===== src/rtl/single_wire_humidity_sensor_reader_macros.svh =====
// Assertion macros for the single-wire humidity sensor reader.
`ifndef SINGLE_WIRE_HUMIDITY_SENSOR_READER_MACROS_SVH
`define SINGLE_WIRE_HUMIDITY_SENSOR_READER_MACROS_SVH

// Same-cycle implication, sampled on clk, off during reset.
`define SWHR_ASSERT_NOW(label, ante, cons, msg) \
    label: assert property (@(posedge clk) disable iff (!rst_n) (ante) |-> (cons)) \
        else $error(msg);

// Next-cycle implication, sampled on clk, off during reset.
`define SWHR_ASSERT_NEXT(label, ante, cons, msg) \
    label: assert property (@(posedge clk) disable iff (!rst_n) (ante) |=> (cons)) \
        else $error(msg);

`endif


===== src/rtl/swhr_pkg.sv =====
// Shared types, constants and functions for the single-wire humidity sensor reader.
`timescale 1ns / 1ps

package swhr_pkg;

    localparam int CFG_IDX_W  = 8;
    localparam int CFG_DATA_W = 16;
    localparam int TICK_W     = 16;
    localparam int LAST_W     = 40;

    localparam logic [CFG_IDX_W-1:0] CFG_START_LOW_TICKS     = 8'd0;
    localparam logic [CFG_IDX_W-1:0] CFG_RELEASE_TICKS       = 8'd1;
    localparam logic [CFG_IDX_W-1:0] CFG_BIT_THRESHOLD_TICKS = 8'd2;
    localparam logic [CFG_IDX_W-1:0] CFG_CHECKSUM_TOLERANCE  = 8'd3;

    localparam logic [15:0] START_LOW_RESET     = 16'd18000;
    localparam logic [7:0]  RELEASE_RESET       = 8'd20;
    localparam logic [7:0]  THRESHOLD_RESET     = 8'd33;
    localparam logic [7:0]  TOLERANCE_RESET     = 8'd5;
    localparam logic [TICK_W-1:0] TICK_MAX      = 16'hFFFF;

    typedef enum logic [3:0] {
        PH_IDLE     = 4'd0,
        PH_DRIVE    = 4'd1,
        PH_RELEASE  = 4'd2,
        PH_ACK_LOW  = 4'd3,
        PH_ACK_HIGH = 4'd4,
        PH_ACK_END  = 4'd5,
        PH_BIT_RISE = 4'd6,
        PH_BIT_TIME = 4'd7,
        PH_BIT_FALL = 4'd8
    } phase_t;

    typedef struct packed {
        logic [15:0] start_low_ticks;
        logic [7:0]  release_ticks;
        logic [7:0]  bit_threshold_ticks;
        logic [7:0]  checksum_tolerance;
    } cfg_t;

    typedef struct packed {
        phase_t              phase;
        logic [TICK_W-1:0]   tick_count;
        logic [LAST_W-1:0]   frame_shift;
        logic [LAST_W-1:0]   last_frame;
        logic                last_accepted;
    } core_state_t;

    // Wrapped sum of the four data bytes against the checksum byte.
    function automatic logic checksum_ok(input logic [LAST_W-1:0] frame,
                                         input logic [7:0] tol);
        logic [7:0] sum;
        logic [7:0] chk;
        logic [7:0] diff;
        sum  = frame[39:32] + frame[31:24] + frame[23:16] + frame[15:8];
        chk  = frame[7:0];
        diff = (chk > sum) ? (chk - sum) : (sum - chk);
        return (diff <= tol);
    endfunction

endpackage


===== src/rtl/swhr_cfg.sv =====
// Configuration register file for the single-wire humidity sensor reader.
`timescale 1ns / 1ps

module swhr_cfg
    import swhr_pkg::*;
(
    input  logic                  clk,
    input  logic                  rst_n,
    input  logic                  cfg_valid,
    output logic                  cfg_ready,
    input  logic [CFG_IDX_W-1:0]  cfg_index,
    input  logic [CFG_DATA_W-1:0] cfg_data,
    output cfg_t                  cfg
);

    cfg_t cfg_reg;

    // always writable; unknown indexes are dropped
    assign cfg_ready = 1'b1;
    assign cfg       = cfg_reg;

    always_ff @(posedge clk or negedge rst_n)
    begin
        if (!rst_n)
        begin
            cfg_reg.start_low_ticks     <= START_LOW_RESET;
            cfg_reg.release_ticks       <= RELEASE_RESET;
            cfg_reg.bit_threshold_ticks <= THRESHOLD_RESET;
            cfg_reg.checksum_tolerance  <= TOLERANCE_RESET;
        end
        else if (cfg_valid && cfg_ready)
        begin
            case (cfg_index)
                CFG_START_LOW_TICKS:     cfg_reg.start_low_ticks     <= cfg_data;
                CFG_RELEASE_TICKS:       cfg_reg.release_ticks       <= cfg_data[7:0];
                CFG_BIT_THRESHOLD_TICKS: cfg_reg.bit_threshold_ticks <= cfg_data[7:0];
                CFG_CHECKSUM_TOLERANCE:  cfg_reg.checksum_tolerance  <= cfg_data[7:0];
                default: ;
            endcase
        end
    end

endmodule


===== src/rtl/swhr_step.sv =====
// One-tick next-state logic of the sensor protocol sequencer.
`timescale 1ns / 1ps

module swhr_step
    import swhr_pkg::*;
#(
    parameter int FRAME_BITS = 40,
    parameter int BIT_CNT_W  = $clog2(FRAME_BITS + 1)
)
(
    input  cfg_t                 cfg,
    input  core_state_t          cur,
    input  logic [BIT_CNT_W-1:0] bit_count,
    input  logic                 cmd,
    input  logic                 line_level,
    output core_state_t          nxt,
    output logic [BIT_CNT_W-1:0] bit_count_next,
    output logic                 done
);

    localparam logic [BIT_CNT_W-1:0] LAST_BIT = BIT_CNT_W'(FRAME_BITS);

    logic [TICK_W-1:0]    tick_inc;
    logic [TICK_W-1:0]    tick_sat;
    logic                 sample_hit;
    logic [BIT_CNT_W-1:0] bit_inc;
    logic                 last_bit;
    logic [LAST_W-1:0]    shifted;

    assign tick_inc   = cur.tick_count + TICK_W'(1);
    assign tick_sat   = (cur.tick_count != TICK_MAX) ? tick_inc : cur.tick_count;
    assign sample_hit = (tick_sat >= {8'd0, cfg.bit_threshold_ticks});
    assign bit_inc    = bit_count + BIT_CNT_W'(1);
    assign last_bit   = (bit_inc >= LAST_BIT);
    assign shifted    = {cur.frame_shift[LAST_W-2:0], line_level};

    // next state
    always_comb
    begin
        nxt            = cur;
        bit_count_next = bit_count;
        if (cmd)
        begin
            // start is ignored mid-reading
            if (cur.phase == PH_IDLE)
            begin
                nxt.phase       = PH_DRIVE;
                nxt.tick_count  = '0;
                nxt.frame_shift = '0;
                bit_count_next  = '0;
            end
        end
        else
        begin
            case (cur.phase)
                PH_IDLE: ;
                PH_DRIVE:
                begin
                    nxt.tick_count = tick_inc;
                    if (tick_inc >= cfg.start_low_ticks)
                    begin
                        nxt.phase      = PH_RELEASE;
                        nxt.tick_count = '0;
                    end
                end
                PH_RELEASE:
                begin
                    nxt.tick_count = tick_inc;
                    if (tick_inc >= {8'd0, cfg.release_ticks})
                    begin
                        nxt.phase      = PH_ACK_LOW;
                        nxt.tick_count = '0;
                    end
                end
                PH_ACK_LOW:  if (!line_level) nxt.phase = PH_ACK_HIGH;
                PH_ACK_HIGH: if (line_level)  nxt.phase = PH_ACK_END;
                PH_ACK_END:  if (!line_level) nxt.phase = PH_BIT_RISE;
                PH_BIT_RISE:
                begin
                    if (line_level)
                    begin
                        nxt.phase      = PH_BIT_TIME;
                        nxt.tick_count = '0;
                    end
                end
                PH_BIT_TIME:
                begin
                    nxt.tick_count = tick_sat;
                    if (sample_hit)
                    begin
                        nxt.frame_shift = shifted;
                        nxt.tick_count  = '0;
                        if (last_bit)
                        begin
                            nxt.last_frame    = shifted;
                            nxt.last_accepted = checksum_ok(shifted,
                                                            cfg.checksum_tolerance);
                            nxt.phase         = PH_IDLE;
                            bit_count_next    = '0;
                        end
                        else
                        begin
                            bit_count_next = bit_inc;
                            nxt.phase      = line_level ? PH_BIT_FALL : PH_BIT_RISE;
                        end
                    end
                end
                PH_BIT_FALL: if (!line_level) nxt.phase = PH_BIT_RISE;
                default: nxt.phase = PH_IDLE;
            endcase
        end
    end

    // outputs
    always_comb
    begin
        done = 1'b0;
        if (!cmd && (cur.phase == PH_BIT_TIME) && sample_hit && last_bit)
        begin
            done = 1'b1;
        end
    end

endmodule


===== src/rtl/single_wire_humidity_sensor_reader.sv =====
// Single-wire humidity sensor reader: input register, protocol step and result register.
`timescale 1ns / 1ps

// Reads a DHT11-style humidity/temperature sensor over one wire. Each input
// transaction is one microsecond tick: cmd = 1 starts a reading, cmd = 0
// carries the sampled wire level. A start pulls the wire low (line_drive_low)
// for max(start_low_ticks, 1) ticks, releases it for max(release_ticks, 1)
// ticks, waits for the sensor's low-high-low acknowledge, then times
// FRAME_BITS high pulses; a bit is the wire level bit_threshold_ticks ticks
// after its rising edge (a threshold of 0 acts as 1). Bits shift in MSB
// first; the last 40 form humidity, temperature and checksum bytes.
// reading_accepted is set when the wrapped sum of the four data bytes lies
// within checksum_tolerance of the checksum byte. There is no timeout: a
// silent sensor keeps busy_res high until reset. A start while busy is
// ignored. Every input transaction yields exactly one result transaction,
// showing the state after that tick. Rate: one transaction per clock
// cycle while no result is stalled; input register, combinational step
// logic, then result register. A stalled result holds the input register,
// which then stalls the input side. Configuration is written through
// cfg_valid/cfg_ready (always ready); the user must write it only while no
// transactions are pending; the block does not enforce it. A write between
// ticks, even in the middle of a reading, applies from the next tick on.

module single_wire_humidity_sensor_reader
    import swhr_pkg::*;
#(
    parameter int FRAME_BITS = 40
)
(
    input  logic                  clk,
    input  logic                  rst_n,
    // configuration write channel
    input  logic                  cfg_valid,
    output logic                  cfg_ready,
    input  logic [CFG_IDX_W-1:0]  cfg_index,
    input  logic [CFG_DATA_W-1:0] cfg_data,
    // tick channel
    input  logic                  tick_valid,
    output logic                  tick_stall,
    input  logic                  cmd,
    input  logic                  line_level,
    // result channel
    output logic                  res_valid,
    input  logic                  res_stall,
    output logic                  line_drive_low,
    output logic                  busy_res,
    output logic                  reading_done,
    output logic                  reading_accepted,
    output logic [7:0]            humidity_whole,
    output logic [7:0]            humidity_frac,
    output logic [7:0]            temperature_whole,
    output logic [7:0]            temperature_frac,
    output logic [7:0]            checksum_byte
);

    `include "single_wire_humidity_sensor_reader_macros.svh"

    localparam int BIT_CNT_W = $clog2(FRAME_BITS + 1);

    cfg_t cfg;

    // input register
    logic in_valid_reg;
    logic in_valid_next;
    logic in_cmd_reg;
    logic in_line_reg;

    // protocol state; updated together with the result register
    core_state_t          state_reg;
    core_state_t          state_next;
    logic [BIT_CNT_W-1:0] bit_count_reg;
    logic [BIT_CNT_W-1:0] bit_count_next;

    // result register
    logic res_valid_reg;
    logic res_valid_next;
    logic res_done_reg;
    logic done_next;

    logic tick_take;
    logic advance;

    swhr_cfg u_cfg (
        .clk       (clk),
        .rst_n     (rst_n),
        .cfg_valid (cfg_valid),
        .cfg_ready (cfg_ready),
        .cfg_index (cfg_index),
        .cfg_data  (cfg_data),
        .cfg       (cfg)
    );

    swhr_step #(
        .FRAME_BITS (FRAME_BITS),
        .BIT_CNT_W  (BIT_CNT_W)
    ) u_step (
        .cfg            (cfg),
        .cur            (state_reg),
        .bit_count      (bit_count_reg),
        .cmd            (in_cmd_reg),
        .line_level     (in_line_reg),
        .nxt            (state_next),
        .bit_count_next (bit_count_next),
        .done           (done_next)
    );

    // The held tick moves on once the result slot is free or being emptied.
    assign advance    = in_valid_reg && (!res_valid_reg || !res_stall);
    assign tick_stall = in_valid_reg && !advance;
    assign tick_take  = tick_valid && !tick_stall;

    always_comb
    begin
        in_valid_next = in_valid_reg;
        if (tick_take)
        begin
            in_valid_next = 1'b1;
        end
        else if (advance)
        begin
            in_valid_next = 1'b0;
        end
    end

    always_comb
    begin
        res_valid_next = res_valid_reg;
        if (advance)
        begin
            res_valid_next = 1'b1;
        end
        else if (res_valid_reg && !res_stall)
        begin
            res_valid_next = 1'b0;
        end
    end

    always_ff @(posedge clk or negedge rst_n)
    begin
        if (!rst_n)
        begin
            in_valid_reg  <= 1'b0;
            res_valid_reg <= 1'b0;
            res_done_reg  <= 1'b0;
            bit_count_reg <= '0;
            state_reg     <= '{phase: PH_IDLE, default: '0};
        end
        else
        begin
            in_valid_reg  <= in_valid_next;
            res_valid_reg <= res_valid_next;
            if (advance)
            begin
                res_done_reg  <= done_next;
                bit_count_reg <= bit_count_next;
                state_reg     <= state_next;
            end
        end
    end

    always_ff @(posedge clk)
    begin
        if (tick_take)
        begin
            in_cmd_reg  <= cmd;
            in_line_reg <= line_level;
        end
    end

    // Result fields come straight from the state, which only moves when a
    // new result is loaded.
    assign res_valid         = res_valid_reg;
    assign line_drive_low    = (state_reg.phase == PH_DRIVE);
    assign busy_res          = (state_reg.phase != PH_IDLE);
    assign reading_done      = res_done_reg;
    assign reading_accepted  = state_reg.last_accepted;
    assign humidity_whole    = state_reg.last_frame[39:32];
    assign humidity_frac     = state_reg.last_frame[31:24];
    assign temperature_whole = state_reg.last_frame[23:16];
    assign temperature_frac  = state_reg.last_frame[15:8];
    assign checksum_byte     = state_reg.last_frame[7:0];

    // checks
    `SWHR_ASSERT_NOW(a_done_goes_idle, res_valid_reg && res_done_reg, !busy_res && (bit_count_reg == '0), "reading done while sequencer still busy")
    `SWHR_ASSERT_NEXT(a_advance_fills_result, advance, res_valid_reg, "advanced tick left no result")
    `SWHR_ASSERT_NOW(a_stall_only_when_blocked, tick_stall, in_valid_reg && res_valid_reg && res_stall, "tick stalled without a blocked result")

endmodule


===== config.mk =====
export PLATFORM = sky130hd
export DESIGN_NAME = single_wire_humidity_sensor_reader
export DESIGN_NICKNAME = d
export VERILOG_FILES = /design/src/rtl/swhr_pkg.sv /design/src/rtl/swhr_cfg.sv /design/src/rtl/swhr_step.sv /design/src/rtl/single_wire_humidity_sensor_reader.sv
export VERILOG_INCLUDE_DIRS = /design/src /design/src/rtl
export SDC_FILE = /design/constraint.sdc
export NUM_CORES = 1
export LEC_CHECK = 0
export ABC_AREA = 1
export BUFFER_PORTS_ARGS = -buffer_cell sky130_fd_sc_hd__buf_4
export CORE_MARGIN = 2
export CORE_UTILIZATION = 45
export CTS_BUF_LIST = sky130_fd_sc_hd__clkbuf_4 sky130_fd_sc_hd__clkbuf_8 sky130_fd_sc_hd__clkbuf_16
export CTS_CLUSTER_SIZE = 14
export DETAILED_ROUTE_END_ITERATION = 10
export PLACE_DENSITY_LB_ADDON = 0.08
export REMOVE_ABC_BUFFERS = 1
export SYNTH_ARGS = -nofsm -noshare
export SYNTH_HDL_FRONTEND = slang
export SYNTH_HIERARCHICAL = 1
export SYNTH_SLANG_ARGS = --single-unit

===== constraint.sdc =====
create_clock -name clk -period 15.99 [get_ports clk]
set_clock_uncertainty 0.2 [all_clocks]
set_input_delay 1.599 -clock clk [delete_from_list [all_inputs] [get_ports clk]]
set_output_delay 1.599 -clock clk [all_outputs]
set_load 0.02 [all_outputs]

Word level (Yosys, flattened, before mapping)
Index checks and enable logic that the tools add are counted.
{ "classes": {"magnitude_cmp": 6, "n_reduce_logical": 30, "bitwise": 1, "add_sub_neg": 7, "mux": 27, "eq_ne": 21} }
{ "op_table": {"columns": ["cell", "count"], "rows": [
  ["$mux W60", 2],
  ["$mux W101", 1],
  ["$mux W81", 1],
  ["$pmux W16 S4", 1],
  ["$mux W20", 3],
  ["$mux W41", 1],
  ["$ge A16 B8 Y1", 2],
  ["$pmux W4 S8", 1],
  ["$mux W6", 5],
  ["$add A8 B8 Y8", 3],
  ["$mux W4", 5],
  ["$add A16 B1 Y16 const B", 1],
  ["$eq A4 B3 Y1 const B", 4],
  ["$eq A8 B2 Y1 const B", 2],
  ["$ge A16 B16 Y1", 1],
  ["$mux W16", 1],
  ["$ne A16 B16 Y1 const B", 1],
  ["$sub A8 B8 Y8", 2],
  ["$ne A3 B3 Y1 const B", 4],
  ["$reduce_and A10 Y1", 1],
  ["$eq A4 B2 Y1 const B", 2],
  ["$eq A8 B1 Y1 const B", 1],
  ["$gt A8 B8 Y1", 1],
  ["$le A8 B8 Y1", 1],
  ["other kinds (23)", 45]
]} }
{ "word_totals": {"input_bits": 31, "word_cells": 107, "out_inout_bits": 47, "regBits": 151} }

Longest topological paths before layout
Gate-level depths: netlist of the first run.
{ "logic_depth": {"word_depth": 10, "ltp_mapped": 35} }

Cells and area by module
Netlist of the first run, hierarchy kept.
{ "by_module_without_submodules": {"columns": ["mod", "cells_each", "n_inst", "area_per_inst_um2"], "rows": [
  ["swhr_step", 1013, 1, 5549.1],
  ["single_wire_humidity_sensor_reader", 526, 1, 4727.0],
  ["swhr_cfg", 192, 1, 1773.0]
]} }

Worst setup path after synthesis of the first run
No wires, ideal clock.
{ "synth_timing": {"path_type": "reg-to-reg", "startpoint": "register state_reg[49] in the netlist's numbering", "endpoint": "register state_reg, in the netlist reading_accepted", "setup_slack_ps": 10553, "setup_time_ps": 117, "path_buffers": 1, "stages_incl_launch_ff": 30, "arrival_time_ps": 5120, "cell_sequence": "dfrtp_1 inv_1 fa_1 inv_1 fa_1 ha_1 fa_1 nand3_1 and2_1 xor2_1 inv_1 ha_1 clkbuf_1 nand2_1 nor2_1 nand4_1 nand2_1 mux2i_1 xor2_1 inv_1 ha_1 nand2_1 o21ai_0 a21oi_1 nand3b_1 a31o_2 o21ai_1 inv_1 nand3_1 nand2_1"} }
{ "synth_between": {"elab_chain_cells": 4, "word_cells_on_any_way": 6, "classes_between": "add/sub: 3; order compare: 2; mux: 1"} }
{ "synth_lines": {"columns": ["item", "line", "source"], "rows": [
  ["start: declaration", "single_wire_humidity_sensor_reader.sv:69", "core_state_t state_reg;"],
  ["start signal: assignment", "single_wire_humidity_sensor_reader.sv:156", "state_reg <= state_next;"],
  ["$add A8 B8 Y8 *", "swhr_pkg.sv:55", "sum = frame[39:32] + frame[31:24] + frame[23:16] + frame[15:8];"],
  ["$sub A8 B8 Y8 / $gt A8 B8 Y1 (equally long branches)", "swhr_pkg.sv:57", "diff = (chk > sum) ? (chk - sum) : (sum - chk);"],
  ["$mux W8 *", "swhr_pkg.sv:57", null],
  ["$le A8 B8 Y1 *", "swhr_pkg.sv:58", "return (diff <= tol);"]
]} }
Mark *: on every way between the ends. The rest lies on a longest branch, timed or not.
A chain may end at the register's enable or synchronous reset.

Final worst setup path of the first run
{ "layout_timing": {"startpoint": "register state_reg[59] in the netlist's numbering", "endpoint": "register state_reg, in the netlist reading_accepted"} }
{ "layout_between": {"elab_chain_cells": 5, "word_cells_on_any_way": 7, "classes_between": "add/sub: 4; order compare: 2; mux: 1"} }
{ "layout_lines": {"columns": ["item", "line"], "rows": [
  ["$add A8 B8 Y8 * (2 in series)", "swhr_pkg.sv:55"],
  ["$sub A8 B8 Y8 / $gt A8 B8 Y1 (equally long branches)", "swhr_pkg.sv:57"],
  ["$mux W8 *", "swhr_pkg.sv:57"],
  ["$le A8 B8 Y1 *", "swhr_pkg.sv:58"]
]} }
Marked as above.

==> qor.csv, run 1 <==
stage,metric,value,unit
floorplan,Die Area,28000,µm²
route,Vias,10800,
route,first drt pass iteration count,8,
floorplan,Die Ht,167,µm
hold_path,Hold Startpoint,u_cfg/cfg[30],
hold_path,Worst Hold Depth,2,
critical_path,reg2reg end,reading_accepted,
cells_and_area,Area Growth Syn to Fin,7.01,%
sta,final setup fails,0,
power,peak supply drop,0.0843,mV
clock_network,Clock Path Buffers,2,
route,Via density,5.30,
cells_and_area,max FFs per register,59,
global_route,antenna violations before repair,0,
global_route,global route total overflow,0,
clock_network,CTS tree,built,
sta,worst hold margin,0.265,ns
critical_path,most frequent CP cell,inv_1,
critical_path,Worst Setup Path Type,flop to flop,
sta,RSZ-0062 raised after global routing,no,
global_route,largest net degree at the start of global routing,93,
hold_path,hold path endpoint,u_cfg/cfg[30],
power,leakage power,6.76,nW
logic_synthesis,mapped cell area,12000,µm²
sta,minimum clock period,5.96,ns
clock_network,Resize count post-CTS,0,
floorplan,row cnt,59,
floorplan,initial core utilization,45.9,%
sta,Tcrit/Tclk final,37.3,%
route,Detail Route Antenna Nets,0,
power,Power Density,142,nW/µm²
cells_and_area,fin nets,1810,
cells_and_area,multi-input gate area in the final layout,6680,µm²
cells_and_area,layout cell share with drive strength beyond 1,10.8,%
sta,Worst-Margin Slew,1.05,ns
sta,Fin Setup TNS,0,ns
critical_path,WP data arrival,6.08,ns
cells_and_area,Post-Route Utilization,49.1,%
cells_and_area,diode count,0,
critical_path,Setup crit end kind,flop,
critical_path,slowest CP cell,fa_1,
hold_path,Hold/Removal Path Class,flop to flop,
clock_network,H-tree depth,4,
global_route,All-Layer GR Usage,23.2,%
clock_network,clk_lat worst skew,0.43,ns
logic_synthesis,Synthesis Warnings,6,
place,Buffers on Ports,76,
run,max_cap viols,0,
critical_path,worst reg2reg startpoint,state_reg[59],
floorplan,die width,167,µm
clock_network,Root Driver,clkbuf_16,
cells_and_area,Register Area,3810,µm²
logic_synthesis,Synth Instances,1722,
clock_network,CTS Sinks,151,
place,RD Place Congestion,0.872,
status,status,finished with violations,
route,Total Routed Length,31500,µm
logic_synthesis,syn avg cell area,6.96,µm²
status,failing checks,design-rule violations,
clock_network,Post-CTS Hold Fix Bufs,0,
route,WL/cell,15.4,µm
sta,relative slew slack,29.9,%
critical_path,crit-path max cell delay,0.52,ns
sta,Final Hold Viols,0,
sta,max-slew violation count,0,
floorplan,Core Box Area,26100,µm²
cells_and_area,FILL cells,2669,
floorplan,IO Count,78,
global_route,vias in the first global route,10400,
route,DRC,2,
global_route,first-pass GRT wire length,53800,µm
route,initial drt markers,929,
clock_network,Post-CTS Setup Bufs,0,
clock_network,"Reg clk slew, reported paths",0.07,ns
critical_path,Setup crit start kind,flop,
clock_network,Num CTS Buffers,17,
critical_path,Worst Path Max Fanout,10,
critical_path,"reg-to-reg slack, setup",10.03,ns
critical_path,FF-to-FF path depth,30,
place,DP HPWL,20500,µm
sta,Max Fclk,168,MHz
critical_path,CP Data Required Time,16.11,ns
[critical path, delay by kind of cell (launching register included)]
kind                     cells  cell delay (ns)
AO/OA/AOI/OAI                7             0.97
flip-flops                   1             0.37
buffers and inverters        6             0.43
multiplexers                 1             0.27
adder cells (fa/ha/maj)      5             2.02
XOR/XNOR                     2             0.38
AND/OR/NAND/NOR              9             1.22
[power breakdown]
group          switching (W)  total [W]  internal, W  leakage, nW
sequential         0.0000407   0.000451     0.000410         2.04
clock               0.000187   0.000410     0.000224        0.285
combinational       0.000636   0.000962     0.000326         4.44
total               0.000863    0.00182     0.000960         6.76
[layer usage]
metal / global-route usage (%) / part of all wire [%] / up-vias
li1: - / - / 5456
met1: 32.6 / 49 / 5143
met2: 38.4 / 47 / 208
met3: 3.12 / 3.3 / 24
met4: 4.88 / 1.1 / 0
met5: 0 / 0 / -
[through the flow]
step | setup slack, ns | area [µm²] | cells | power, W
final | 10.03 | 12800 | 2045 | 0.00182
after global routing | 9.50 | 12800 | 2045 | 0.00199
after CTS | 10.07 | 12800 | 2045 | 0.00183
after detailed placement | 10.12 | 12300 | 2013 | 0.00141
after global placement | 10.27 | 12300 | 2013 | 0.00140
after floorplan | 10.61 | 11200 | 1593 | 0.00115
[layout by cell type (no fill, tap or decap), types with 3 or more instances in the layout]
cell type and instances:
a21oi_1 34, buf_4 84, clkbuf_16 17, dfrtp_1 137, dfstp_2 11, fa_1 16
ha_1 66, inv_1 180, inv_2 5, inv_6 8, mux2i_1 3, nand2_1 574
nand2_2 10, nand2_4 3, nand3_1 274, nand3_2 8, nand4_1 24, nor2_1 37
nor2_2 7, nor2_4 9, nor3_1 7, o211ai_1 10, o21ai_0 64, o21ai_1 49
o21bai_1 11, or2_2 3, xnor2_1 4, xor2_1 20
[worst max path at each step]
stage	cells after the start	slack, ns	from	endpoint
after floorplan	31	10.61	state_reg[49]	reading_accepted
after global placement	30	10.27	state_reg[59]	reading_accepted
after detailed placement	30	10.12	state_reg[59]	reading_accepted
after CTS	30	10.07	state_reg[59]	reading_accepted
after global routing	33	9.50	state_reg[59]	reading_accepted
final	30	10.03	state_reg[59]	reading_accepted
[final cells by class]
type	count	share of cell area, %
clock buffers	18	3.42
well taps	335	3.27
clock inverters	14	1.07
multi-input cells	1254	52.1
repair buffers	85	5.00
inverters	188	5.52
flip-flops and latches	151	29.7
No activity file was read; power rests on OpenSTA's default activity.
==> run 2: changes to the inputs <==
clock period = 4.8 ns   (was 15.99 ns; I/O delays follow)
==> run 2 against run 1 <==
Compared with the run above:
- the run ends with design-rule violations, negative setup slack left
- global-route usage is 0.070 points higher
- clock-buffer cell count stayed put
- highest routed layer unchanged
- first-iteration DRC count shrank 12%
- critical path depth unchanged
- non-clock buffer count grew 74
- critical path type unchanged
- design area increased by 5.8%
- via count grew 2.0%
- critical endpoint unchanged
- register-to-register slack got worse by 11 ns
- total power grew to 3.7 times the previous value
- sequential share of layout area is 1.6 points lower
- flip-flop and latch count did not move
==> qor.csv, run 2 (synthesis results as in run 1) <==
stage,metric,value,unit,change
floorplan,die width,167,µm,unchanged
cells_and_area,diode count,0,,unchanged
sta,Worst-Margin Slew,0.882,ns,-0.169 ns
cells_and_area,most frequent cells in the layout,"nand2_1 (569), nand3_1 (273), inv_1 (173)",,
place,dpl ws,-0.821,ns,-10.95 ns
sta,Final Hold Viols,0,,unchanged
power,Overall Power,0.00679,W,+270%
sta,RSZ-0062 raised after global routing,yes,,
clock_network,clk_lat worst skew,0.44,ns,about the same
place,DP HPWL,21200,µm,+3.4%
floorplan,IO Count,78,,unchanged
clock_network,Root Driver,clkbuf_16,,
cells_and_area,Register Area,3810,µm²,unchanged
place,Buffers on Ports,76,,unchanged
hold_path,Hold/Removal Path Class,input port to flop,,
status,status,finished with violations,,
route,initial drt markers,821,,-12%
critical_path,Worst Path Max Fanout,7,,-3
global_route,first-pass GRT wire length,54000,µm,+0.30%
critical_path,slowest CP cell,fa_1,,
route,Total Routed Length,32100,µm,+1.7%
sta,worst setup margin,-0.479,ns,-10.50 ns
clock_network,H-tree depth,4,,unchanged
cells_and_area,layout cell share with drive strength beyond 1,15.8,%,+5.0 points
cells_and_area,multi-input gate area in the final layout,6790,µm²,+1.7%
critical_path,CP Data Required Time,4.93,ns,-11.18 ns
cells_and_area,max FFs per register,59,,unchanged
run,max_cap viols,0,,unchanged
route,Vias,11000,,+2.0%
sta,minimum clock period,5.28,ns,-0.686 ns
route,WL/cell,15.1,µm,-1.8%
global_route,global route total overflow,0,,unchanged
global_route,antenna violations before repair,0,,unchanged
critical_path,Setup crit end kind,flop,,
cells_and_area,Area Growth Syn to Fin,13.2,%,
cells_and_area,design area,13600,µm²,+5.8%
floorplan,Die Area,28000,µm²,unchanged
power,leakage power,7.13,nW,+5.5%
critical_path,Worst Setup Path Type,flop to flop,,
sta,worst hold margin,0.0436,ns,-0.221 ns
floorplan,Core Box Area,26100,µm²,unchanged
cells_and_area,FILL cells,2635,,-1.3%
route,Via density,5.21,,-1.6%
critical_path,crit-path leading delay family,adder cells,,
sta,Tcrit/Tclk final,110,%,+73 points
global_route,vias in the first global route,10600,,+1.9%
power,Power Density,500,nW/µm²,+250%
sta,Max Fclk,189,MHz,+13%
clock_network,CTS tree,built,,
floorplan,initial core utilization,45.9,%,unchanged
global_route,All-Layer GR Usage,23.3,%,+0.070 points
place,dpl cell area,12800,µm²,+4.3%
floorplan,Die Ht,167,µm,unchanged
critical_path,Setup crit start kind,flop,,
floorplan,row cnt,59,,unchanged
sta,relative slew slack,41.2,%,+11 points
critical_path,crit-path max cell delay,0.55,ns,+0.03 ns
critical_path,Bufs and invs on worst path,6,,unchanged
route,first drt pass iteration count,8,,unchanged
cells_and_area,"commonest non-fill, non-tap cell in the layout",nand2_1,,
route,Detail Route Antenna Nets,0,,unchanged
clock_network,Clock Path Buffers,2,,unchanged
status,failing checks,"design-rule violations, negative setup slack",,
critical_path,most frequent CP cell,inv_1,,
critical_path,WP data arrival,5.41,ns,-0.67 ns
clock_network,CTS Sinks,151,,unchanged
clock_network,Num CTS Buffers,17,,unchanged
cells_and_area,fin nets,1884,,+4.1%
global_route,largest net degree at the start of global routing,89,,-4.3%
sta,max-slew violation count,0,,unchanged
power,peak supply drop,0.496,mV,+490%
place,RD Place Congestion,0.843,,-3.3%
clock_network,"Reg clk slew, reported paths",0.07,ns,about the same
sta,final setup fails,1,,+1
route,DRC,2,,unchanged
## run 2: cell count changes in the layout (fill, tap and decap cells not counted), sizes merged
| cell | before | now |
|---|---|---|
| buf | 85 | 156 |
| bufinv | 1 | 2 |
| clkinv | 5 | 3 |
| clkinvlp | 1 | 2 |
| dlygate4sd3 | 0 | 3 |
## run 2: cell type report
cell class / instances / share of cell area (%)
multi-input combinational: 1254 / 50.0
sequential: 151 / 28.0
timing repair buffer: 159 / 9.06
inverter: 188 / 5.22
clock buffer: 18 / 3.32
tap: 335 / 3.09
clock inverter: 14 / 1.27
## run 2: worst min-delay path, stage by stage
cell and delay, ns:
buf_4 0.08, inv_1 0.04, o21ai_1 0.06
## run 2: timing repair
item / 4_1_cts / 5_1_grt
endpoints found under the hold margin: 81 / 0
gates resized for setup: 22 / 11
pin swaps: 19 / 12
endpoints found under the setup margin: 1 / 1
setup buffers: 3 / 1
hold buffers: 3 / 0
## run 2: path summary, 6_finish.rpt
check                                    to  cells after the start          start  slack (ns)
hold reg to reg               u_cfg/cfg[38]                      2  u_cfg/cfg[38]        0.26
max in group asynchronous     u_cfg/cfg[13]                      3          rst_n        2.91
setup / recovery           reading_accepted                     30  state_reg[67]       -0.48
setup reg to reg           reading_accepted                     30  state_reg[67]       -0.48
hold / removal                 in_valid_reg                      3     tick_valid        0.04
min in group asynchronous     u_cfg/cfg[37]                      2          rst_n        0.49
## run 2: metrics by stage
stage	util, %	cells	setup TNS [ns]
2_1_floorplan	-	1593	-0.585
3_3_place_gp	48.9	2080	-0.747
6_report	52.0	2119	-0.479
5_1_grt	52.0	2119	-0.809
4_1_cts	51.8	2118	-0.470
3_5_place_dp	48.9	2080	-0.821
## run 2: layer usage
layer  routed length [µm]  share of wire (%)  vias up  track usage [%]
li1                     -                  -     5616                -
met1                15300                 48     5141             32.3
met2                14900                 47      260             38.6
met3                 1450                4.5       30             3.55
met4                  388                1.2        0             4.95
met5                    0                  0        -                0
## run 2: where the power goes
group,switching [W],internal [W],leakage [nW],total (W)
Clock,0.000646,0.000821,0.301,0.00147
Sequential,0.000131,0.00137,2.04,0.00150
Combinational,0.00229,0.00154,4.79,0.00383
Total,0.00307,0.00372,7.13,0.00679
==> run 3: changes to the inputs <==
CELL_PAD_IN_SITES_DETAIL_PLACEMENT = 2   (was default)
CELL_PAD_IN_SITES_GLOBAL_PLACEMENT = 2   (was default)
CORE_UTILIZATION = 32   (was 45)
==> run 3 against run 2 <==
Compared with the run above:
- the flow finishes with violations (negative setup slack)
- final cell count up 6.9%
- sequential share of layout area decreased by 0.81 points
- wire length increased by 35%
- worst hold slack improved by 0.014 ns
- clock-buffer cell count is 2 higher
- critical path depth grew 1
- largest cell class unchanged
- highest routed layer unchanged
==> qor.csv, run 3 (synthesis results as in run 1) <==
stage,metric,value,unit,change
status,status,finished with violations,,
status,failing checks,negative setup slack,,
global_route,All-Layer GR Usage,22.9,%,-0.38 points
critical_path,WP data arrival,5.71,ns,+0.30 ns
route,Detail Route Antenna Nets,0,,unchanged
sta,relative slew slack,45.0,%,+3.8 points
clock_network,CTS Sinks,151,,unchanged
sta,Tcrit/Tclk final,116,%,+6.1 points
route,Total Routed Length,43200,µm,+35%
sta,Worst-Margin Slew,0.825,ns,-0.0572 ns
power,Overall Power,0.00759,W,+12%
power,Power Density,543,nW/µm²,+8.5%
power,clock power share,19.8,%,-1.8 points
route,Via density,5.17,,-0.75%
clock_network,Num CTS Buffers,17,,unchanged
critical_path,worst reg2reg startpoint,state_reg[49],,
clock_network,"Reg clk slew, reported paths",0.06,ns,about the same
critical_path,Worst Path Max Fanout,7,,unchanged
critical_path,crit-path leading delay family,adder cells,,
sta,RSZ-0062 raised after global routing,yes,,
critical_path,CP Data Required Time,4.93,ns,about the same
hold_path,hold path endpoint,in_valid_reg,,
clock_network,CTS tree,built,,
global_route,antenna violations before repair,0,,unchanged
critical_path,FF-to-FF path depth,31,,+3.3%
floorplan,initial core utilization,32.6,%,-13 points
hold_path,Hold/Removal Path Class,input port to flop,,
floorplan,Die Area,39000,µm²,+40%
power,Sw Share,46.4,%,+1.2 points
floorplan,IO Count,78,,unchanged
place,DP HPWL,28900,µm,+37%
power,part of the power in registers,19.8,%,-2.2 points
sta,Fin Setup TNS,-0.773,ns,-0.294 ns
global_route,vias in the first global route,13000,,+23%
power,P_sw,0.00353,W,+15%
floorplan,Core Box Area,36800,µm²,+41%
route,DRC,0,,-2
place,Placed Cells incl. Taps,2219,,+6.7%
sta,final setup fails,1,,unchanged
hold_path,Hold Startpoint,tick_valid,,
sta,max-slew violation count,0,,unchanged
clock_network,H-tree depth,4,,unchanged
critical_path,slowest CP cell,fa_1,,
critical_path,Bufs and invs on worst path,5,,-1
cells_and_area,Post-Route Utilization,38.0,%,-14 points
place,RD Place Congestion,0.799,,-5.2%
critical_path,crit-path max cell delay,0.53,ns,-0.02 ns
critical_path,Setup crit end kind,flop,,
critical_path,reg2reg end,reading_accepted,,
route,initial drt markers,414,,-50%
power,Int Pwr,0.00407,W,+9.2%
global_route,global route total overflow,0,,unchanged
critical_path,Worst Setup Path Type,flop to flop,,
place,Buffers on Ports,76,,unchanged
global_route,largest net degree at the start of global routing,65,,-27%
hold_path,Worst Hold Depth,3,,unchanged
clock_network,Clock Path Buffers,2,,unchanged
sta,Max Fclk,179,MHz,-5.3%
global_route,first-pass GRT wire length,70800,µm,+31%
run,max_cap viols,0,,unchanged
cells_and_area,layout cell share with drive strength beyond 1,17.2,%,+1.4 points
sta,minimum clock period,5.57,ns,+0.294 ns
cells_and_area,"commonest non-fill, non-tap cell in the layout",nand2_1,,
floorplan,Die Ht,198,µm,+18%
clock_network,Root Driver,clkbuf_16,,
sta,worst hold margin,0.0572,ns,+0.0136 ns
cells_and_area,Area Growth Syn to Fin,16.6,%,
power,peak supply drop,0.410,mV,-17%
critical_path,"reg-to-reg slack, setup",-0.77,ns,-0.29 ns
cells_and_area,diode count,0,,unchanged
route,WL/cell,19.1,µm,+26%
critical_path,Setup crit start kind,flop,,
sta,worst setup margin,-0.773,ns,-0.294 ns
floorplan,row cnt,70,,+19%
sta,Final Hold Viols,0,,unchanged
cells_and_area,most frequent cells in the layout,"nand2_1 (569), nand3_1 (271), inv_1 (173)",,
power,Comb pwr share,60.4,%,+4.0 points
cells_and_area,max FFs per register,59,,unchanged
floorplan,die width,198,µm,+18%
route,first drt pass iteration count,5,,-3
route,Vias,11700,,+6.1%
cells_and_area,"non-filler cells, final",2266,,+6.9%
cells_and_area,fin nets,1898,,+0.74%
power,leakage power,7.23,nW,+1.3%
clock_network,clk_lat worst skew,0.45,ns,about the same
[run 3: routing by layer]
layer | global-route usage [%] | vias to the layer above | part of all wire [%]
met2 | 40.6 | 115 | 50
met5 | 0 | - | 0
li1 | - | 5615 | -
met1 | 29.5 | 5961 | 47
met4 | 5.15 | 0 | 1.3
met3 | 3.07 | 34 | 2.0
[run 3: final cells by class]
cell class	instances	area, µm²
fill	4406	22800
inverter	188	708
tap	468	586
clock inverter	12	179
sequential	151	3810
timing repair buffer	173	1360
multi-input combinational	1254	6890
clock buffer	20	454
[run 3: stage by stage]
step           cell area (µm²)  setup WS [ns]
2_1_floorplan            11200         -0.585
3_3_place_gp             13000         -0.778
3_5_place_dp             13000          -1.03
4_1_cts                  13800         -0.665
5_1_grt                  14000          -1.11
6_report                 14000         -0.773
[run 3: worst max path at each step]
stage | startpoint | endpoint | slack, ns | depth (start not counted)
2_1_floorplan | state_reg[49] | reading_accepted | -0.58 | 31
3_3_place_gp | state_reg[49] | reading_accepted | -0.78 | 31
3_5_place_dp | state_reg[49] | reading_accepted | -1.03 | 31
4_1_cts | state_reg[49] | reading_accepted | -0.66 | 31
5_1_grt | state_reg[49] | reading_accepted | -1.11 | 31
6_report | state_reg[49] | reading_accepted | -0.77 | 31
[run 3: power by group through the flow]
stage	sequential [W]	clock (W)	combinational, W
6_report	0.00150	0.00151	0.00458
5_1_grt	0.00152	0.00159	0.00510
4_1_cts	0.00150	0.00155	0.00423
3_5_place_dp	0.00153	0	0.00380
3_3_place_gp	0.00152	0	0.00363
2_1_floorplan	0.00149	0	0.00235
[run 3: worst min-delay path, delay by kind of cell]
family	cells	cell delay [ns]
AO/OA/AOI/OAI	1	0.07
buffers and inverters	2	0.11
[run 3: what timing repair did]
action	CTS	global route
gates resized for setup	31	21
endpoints found under the setup margin	1	34
hold buffers	3	0
buffers inserted	7	5
pin swaps	21	12
hold endpoints to repair	63	0
